==> src/tdh_pkg.sv <==
// Shared constants, codes and types of the timer deadline heap.
package tdh_pkg;

  // Heap capacity and the widths that follow from it.
  localparam int HEAP_DEPTH = 32;
  localparam int IDX_W      = $clog2(HEAP_DEPTH);
  localparam int CNT_W      = $clog2(HEAP_DEPTH + 1);
  localparam int LR_W       = IDX_W + 2;

  // Fixed field widths.
  localparam int OP_W   = 1;
  localparam int ID_W   = 8;
  localparam int TIME_W = 63;
  localparam int PER_W  = 48;
  localparam int KIND_W = 3;

  localparam logic [CNT_W-1:0]  DEPTH_CNT = CNT_W'(HEAP_DEPTH);
  localparam logic [CNT_W-1:0]  CNT_ONE   = CNT_W'(1);
  localparam logic [IDX_W-1:0]  IDX_ONE   = IDX_W'(1);
  localparam logic [LR_W-1:0]   LR_ONE    = LR_W'(1);
  localparam logic [TIME_W-1:0] TIME_MAX  = {TIME_W{1'b1}};

  // Operation codes of an input word.
  localparam logic [OP_W-1:0] OP_INSERT = 1'b0;
  localparam logic [OP_W-1:0] OP_CHECK  = 1'b1;

  // Result kinds.
  localparam logic [KIND_W-1:0] KIND_FIRED    = 3'd0;
  localparam logic [KIND_W-1:0] KIND_WAIT     = 3'd1;
  localparam logic [KIND_W-1:0] KIND_EMPTY    = 3'd2;
  localparam logic [KIND_W-1:0] KIND_INSERTED = 3'd3;
  localparam logic [KIND_W-1:0] KIND_FULL     = 3'd4;

  // One heap slot.
  typedef struct packed {
    logic [TIME_W-1:0] deadline;
    logic [PER_W-1:0]  period;
    logic [ID_W-1:0]   event_id;
  } entry_t;

  // Access to the heap store: one write port, two read ports.
  typedef struct packed {
    logic             we;
    logic [IDX_W-1:0] waddr;
    entry_t           wdata;
    logic             re;
    logic [IDX_W-1:0] raddr_a;
    logic [IDX_W-1:0] raddr_b;
  } mem_req_t;

  // Operands of the shared adder: a + b, or a - b when sub is set.
  typedef struct packed {
    logic [TIME_W-1:0] a;
    logic [TIME_W-1:0] b;
    logic              sub;
  } alu_req_t;

endpackage

==> src/tdh_alu.sv <==
// Shared adder and subtractor for all deadline compares and time arithmetic.
module tdh_alu (
  input  tdh_pkg::alu_req_t           req,
  output logic [tdh_pkg::TIME_W-1:0] res,
  output logic                        carry
);

  logic [tdh_pkg::TIME_W-1:0] b_op;
  logic [tdh_pkg::TIME_W:0]   sum;

  // For a subtraction the carry out is set exactly when a >= b.
  // For an addition it flags a sum past the time range.
  assign b_op  = req.sub ? ~req.b : req.b;
  assign sum   = {1'b0, req.a} + {1'b0, b_op} + {{tdh_pkg::TIME_W{1'b0}}, req.sub};
  assign res   = sum[tdh_pkg::TIME_W-1:0];
  assign carry = sum[tdh_pkg::TIME_W];

endmodule

==> config.mk <==
export PLATFORM = sky130hd
export DESIGN_NAME = tdh_alu
export DESIGN_NICKNAME = d
export VERILOG_FILES = /design/src/tdh_pkg.sv /design/src/tdh_alu.sv
export SDC_FILE = /design/constraint.sdc
export NUM_CORES = 1
export LEC_CHECK = 0
export BUFFER_PORTS_ARGS = -buffer_cell sky130_fd_sc_hd__buf_4
export CAP_MARGIN = 20
export CELL_PAD_IN_SITES_DETAIL_PLACEMENT = 0
export CELL_PAD_IN_SITES_GLOBAL_PLACEMENT = 2
export CORE_MARGIN = 5
export CORE_UTILIZATION = 24
export DETAILED_ROUTE_END_ITERATION = 7
export PLACE_DENSITY_LB_ADDON = 0.1
export SLEW_MARGIN = 20
export SYNTH_ARGS = -nofsm -noshare
export SYNTH_HDL_FRONTEND = slang
export SYNTH_SLANG_ARGS = --single-unit
==> constraint.sdc <==
create_clock -name vclk -period 3.6
set_clock_uncertainty 0.1 [all_clocks]
set_input_delay 0.36 -clock vclk [all_inputs]
set_output_delay 0.36 -clock vclk [all_outputs]
set_load 0.01 [all_outputs]
==> results by group, run 1 <==
Status
  – Status: finished, final reports clean

Critical path
  – Worst stage delay on the critical path: 0.33 ns
  – Critical path arrival: 3.13 ns
  – Critical path class: input pin to primary output
  – Worst Path Required: 3.14 ns
  – CP Cell Sequence: buf_16 > xor2_1 > ha_1 > and2_4 > a211oi_4 > o41ai_4 > o21ai_4 > buf_6 > nor4_4 > o31ai_4 > nand3_4 > a41oi_2 > xnor2_2 > buf_4
  – Worst Setup End Kind: primary output
  – Slowest CP cell: ha_1
  – Worst path top cell family by delay: compound AO/OA/AOI/OAI gates
  – Setup crit start kind: input pin
  – CP max FO: 7
  – WP buf/inv: 3

Final layout
  – Cell area after layout: 8870 um^2
  – End-of-flow core utilization: 47.7%
  – Seq_cells: 0
  – Area of the multi-input gates: 5110 um^2
  – Non-Filler Instances: 1268
  – Fin nets: 1232
  – Clock buffers: 0
  – Fill count: 1890
  – Share of cells above drive strength 1: 54.1%
  – Register area: 0 um^2
  – Number of diodes: 0
  – Area grow syn2layout: 96.6%

Placement
  – Global placement routability congestion: 0.885
  – Post-DP HPWL: 16.9 mm
  – Placement Cell Area: 7640 um^2
  – I/O Buffers: 191
  – DP Cell Count: 1231

Logic synthesis
  – Warnings, synthesis: 0
  – Mapped Area: 4510 um^2
  – Post-synth net total: 832
  – Most instantiated cells after synthesis: 89 x xor2_1, 70 x a21oi_1, 68 x ha_1, 52 x nand2_1, 37 x nor2_1
  – Post-synthesis sequential area ratio: 0%
  – Post-synth cell types: 69
  – Post-Syn Instances: 636
  – Yosys top cell area share: 18.9%
  – Area contributors post-synth: ha_1 19%, xor2_1 17%, a21oi_1 7.8%, xnor2_1 6.4%, a21o_1 6.0%
  – Most common cell in the netlist: xor2_1
  – Syn_area_per_cell: 7.10 um^2
  – Yosys top cell by area: ha_1

Die
  – Die width: 147 um
  – Die ar.: 21600 um^2
  – Row cnt: 50
  – Initial Util: 24.3%
  – Core area: 18600 um^2
  – Die Height: 147 um
  – Num ports: 191

Global route
  – GR Util met3: 2.00%
  – Vias in the first global route: 6615
  – First-pass GRT wire length: 31.6 mm
  – M1 GR Usage: 21.0%
  – Initial antenna violation count: 0
  – Gr busiest metal: met2
  – Largest net degree at the start of global routing: 15
  – Gr usage total: 17.1%
  – GR Util met2: 32.6%
  – Total gr overflow: 0

Timing
  – Final Hold Vio Count: 0
  – Worst Max-Slew Pin Slew: 0.694 ns
  – RSZ-0062 raised after global routing: yes
  – Slew Limit Headroom: 53.3%
  – Slew Limit Fails: 0
  – Final period util: 99.8%
  – Fin crit period: 3.59 ns
  – Final TNS setup: 0 ns
  – Fmax: 278 MHz
  – Final setup vio count: 0

Run
  – Max cap viols: 0

Worst hold path
  – Hold Path Class: input pin to primary output

Routing
  – DRC Markers: 0
  – Wire length per cell: 15.9 um
  – Starting DRT DRC Count: 164
  – Total number of vias: 6123
  – Drt first pass iters: 6
  – DR vias/cell: 4.83
  – Antenna-violating nets left: 0
  – WL final: 20.2 mm

Power and ir drop
  – Tot Pwr: 2600 uW
  – Leak: 0.00433 uW
  – Maximum VDD drop: 0.125 mV
  – Pwr Density: 294 nW/um^2
[where the power goes]
| part | internal, uW | total (uW) | leakage, uW | switching (uW) |
|---|---|---|---|---|
| logic | 1370 | 2600 | 0.00433 | 1230 |
| clock network | 0 | 0 | 0 | 0 |
| registers | 0 | 0 | 0 | 0 |
| total | 1370 | 2600 | 0.00433 | 1230 |
[kinds of logic (layout without fill, tap and decap cells)]
group           after synthesis  in the layout  synth area share (%)
buf+inv                      52            450                  4.49
compound gates              214            214                  32.4
xor+xnor                    122            122                  23.7
fa+ha+maj                    69             69                  19.3
mux                           2              2                 0.444
simple gates                177            177                  19.7
[layer usage]
layer | wire, um | vias to the layer above
met4 | 195 | 0
met2 | 10500 | 146
met5 | 0 | -
met1 | 8650 | 2844
met3 | 886 | 16
li1 | - | 3117
[cell type report]
cell class | instances | share of cell area, %
inverter | 20 | 0.846
timing repair buffer | 430 | 38.3
tap | 234 | 3.30
multi-input combinational | 584 | 57.6
[repair_timing]
action	CTS	global route
setup endpoints to repair	32	31
cloned	2	0
endpoints found under the hold margin	0	0
hold buffers	0	0
setup buffers	27	12
gates resized for setup	90	86
pin swaps	69	70
[worst paths after layout]
kind,from,endpoint,slack [ns],depth (start not counted)
min,req[64],res[0],0.90,3
max,req[0],res[58],0.007,14
[metrics by stage]
step                      hold WS (ns)  setup WS (ns)
after floorplan                  0.696        -0.0211
after global placement           0.902         -0.549
after detailed placement         0.904         -0.645
after CTS                        0.904        -0.0380
after global routing             0.914         -0.104
final                            0.899        0.00742
[cells in the final DEF, fill, tap and decap left out, types with 6 or more instances in the layout]
cell type / synthesis / routed
buf_4: 0 / 404
xor2_1: 89 / 78
ha_1: 68 / 57
a21oi_1: 70 / 49
nand2_1: 52 / 46
a21o_1: 36 / 36
nor2_1: 37 / 32
xnor2_1: 33 / 29
nand4_1: 22 / 22
a21oi_2: 2 / 19
buf_6: 0 / 19
inv_1: 20 / 18
o21ai_0: 20 / 15
o21bai_1: 16 / 13
nand3_1: 13 / 12
o21ai_1: 11 / 11
xor2_2: 0 / 9
nor3_1: 12 / 7
and3_1: 6 / 6
a21oi_4: 2 / 6
ha_4: 0 / 6
Power figures use the tool's default switching activity.
==> inputs of run 2 (changes only) <==
Settings changed: ABC_AREA set to 1, CORE_UTILIZATION 24 to 23.
==> results by group, run 2 <==
Logic synthesis
  – Most common cell in the netlist: nand2_1
  – Simple-gate share of the synthesized area: 51.9%
  – Most instantiated cells after synthesis: 567 x nand2_1, 316 x inv_1, 92 x xor2_1, 89 x nor2_1, 68 x ha_1
  – Post-Syn Instances: 1359
  – Syn_area_per_cell: 4.91 um^2
  – Synth Area in Compound Gates: 3.82%
  – Warnings, synthesis: 0
  – Post-synth net total: 1555
  – Adder and majority cell fraction of the synthesized area: 13.0%
  – Yosys top cell by area: nand2_1
  – Yosys top cell area share: 31.9%
  – Post-synth cell types: 26
  – Area contributors post-synth: nand2_1 32%, inv_1 18%, ha_1 13%, xor2_1 12%, nor2_1 5.0%
  – Mapped Area: 6670 um^2
  – Post-synthesis sequential area ratio: 0%
  – Main combinational cell family by area after synthesis: simple AND/OR/NAND/NOR gates
  – Post-Synth XOR/XNOR Area: 12.3%
  – Post-synthesis mux area share: 0%

Routing
  – Drt first pass iters: 5
  – DRC Markers: 0
  – Wire length per cell: 15.4 um
  – Antenna-violating nets left: 0
  – Starting DRT DRC Count: 361
  – Total number of vias: 7960
  – WL final: 29.8 mm
  – DR vias/cell: 4.12

Global route
  – Largest net degree at the start of global routing: 34
  – Initial antenna violation count: 0
  – First-pass GRT wire length: 45.0 mm
  – Total gr overflow: 0
  – Gr usage total: 17.4%
  – Vias in the first global route: 8024

Worst hold path
  – Hold Path Class: input pin to primary output

Power and ir drop
  – Internal power: 843 uW
  – Part of the power in registers: 0%
  – Pwr Density: 257 nW/um^2
  – Combinational share of power: 100.0%
  – Leak: 0.00550 uW
  – Clock share of power: 0%
  – Sw Ratio: 61.9%
  – Maximum VDD drop: 0.0837 mV
  – Sw power: 1370 uW
  – Tot Pwr: 2210 uW

Die
  – Num ports: 191
  – Die width: 180 um
  – Die Height: 180 um
  – Core area: 28700 um^2
  – Row cnt: 62
  – Die ar.: 32500 um^2
  – Initial Util: 23.3%

Timing
  – Final period util: 91.8%
  – Fin crit period: 3.30 ns
  – Final Hold Vio Count: 0
  – Final setup vio count: 0
  – Worst Max-Slew Pin Slew: 0.454 ns
  – Slew Limit Fails: 0
  – Slew Limit Headroom: 69.6%
  – Final TNS setup: 0 ns
  – RSZ-0062 raised after global routing: no
  – Fmax: 303 MHz

Placement
  – Post-DP HPWL: 27.7 mm
  – DP Cell Count: 1932
  – Global placement routability congestion: 0.873
  – Placement Cell Area: 8610 um^2
  – I/O Buffers: 191

Critical path
  – CP Cell Sequence: buf_4 > buf_12 > xor2_1 > ha_1 > nand2_2 > nor2_2 > inv_1 > nor3_2 > nand3_1 > nand2_2 > xor2_1 > buf_4
  – CP Capture Point: res[25]
  – Setup crit start kind: input pin
  – Worst path top cell family by delay: simple AND/OR/NAND/NOR gates
  – Worst stage delay on the critical path: 0.46 ns
  – WP buf/inv: 4
  – Worst path depth: 12
  – Worst Path Required: 3.14 ns
  – Worst Setup End Kind: primary output
  – Critical path class: input pin to primary output
  – CP max FO: 30
  – Critical path arrival: 2.84 ns
  – Slowest CP cell: ha_1
  – Setup crit start: req[0]

Final layout
  – Area grow syn2layout: 29.1%
  – Fill count: 3439
  – Fin nets: 1746
  – Seq_cells: 0
  – Non-Filler Instances: 1932
  – Cell area after layout: 8610 um^2
  – Share of cells above drive strength 1: 18.7%
  – End-of-flow core utilization: 30.0%
  – Most common cell after layout, fill and taps aside: nand2_1
  – Most frequent cells in the layout: 567 x nand2_1, 316 x inv_1, 194 x buf_4
  – Number of diodes: 0
  – Register area: 0 um^2
  – Clock buffers: 0

Clock network
  – Hold Buf Count CTS: 0
  – Post-CTS setup buffer count: 0
  – # resized after CTS: 0

Run
  – Max cap viols: 0

Status
  – Status: finished, final reports clean
## run 2: layout make-up
cell class | instances | area, um^2 | area share, %
inverters | 326 | 1220 | 14.2
repair buffers | 196 | 1500 | 17.4
multi-input cells | 1026 | 5410 | 62.8
well taps | 384 | 480 | 5.58
## run 2: worst min path at each step
stage / slack, ns / endpoint / depth (start not counted) / startpoint
floorplan: 0.70 / res[0] / 1 / req[1]
CTS: 0.90 / res[0] / 3 / req[64]
detailed placement: 0.90 / res[0] / 3 / req[64]
global placement: 0.90 / res[0] / 3 / req[64]
finish: 0.90 / res[0] / 3 / req[64]
global route: 0.93 / res[0] / 3 / req[64]
## run 2: tightest hold or removal path, cell delays in order
cell,delay [ns]
buf_4,0.09
xor2_1,0.06
buf_4,0.14
## run 2: per-stage QoR
| stage | setup slack (ns) | hold slack [ns] |
|---|---|---|
| 5_1_grt | 0.203 | 0.926 |
| 4_1_cts | 0.281 | 0.903 |
| 2_1_floorplan | 1.00 | 0.696 |
| 3_5_place_dp | 0.286 | 0.903 |
| 3_3_place_gp | 0.233 | 0.898 |
| 6_report | 0.296 | 0.901 |
## run 2: logic make-up (layout without fill, tap and decap cells)
group / after synthesis / after routing
compound gates: 49 / 49
xor+xnor: 94 / 94
fa+ha+maj: 69 / 69
buf+inv: 333 / 522
simple gates: 814 / 814
## run 2: routing by layer
metal,track usage [%],wire (um),up-vias
met5,0,0,-
met4,2.21,488,0
met3,1.17,1020,18
met2,31.8,14200,164
met1,23.0,14100,3410
li1,-,-,4368
## run 2: power groups by stage
stage	logic, uW	registers (uW)	clock network, uW
floorplan	1280	0	0
global placement	2270	0	0
detailed placement	2260	0	0
CTS	2270	0	0
global route	2480	0	0
finish	2210	0	0
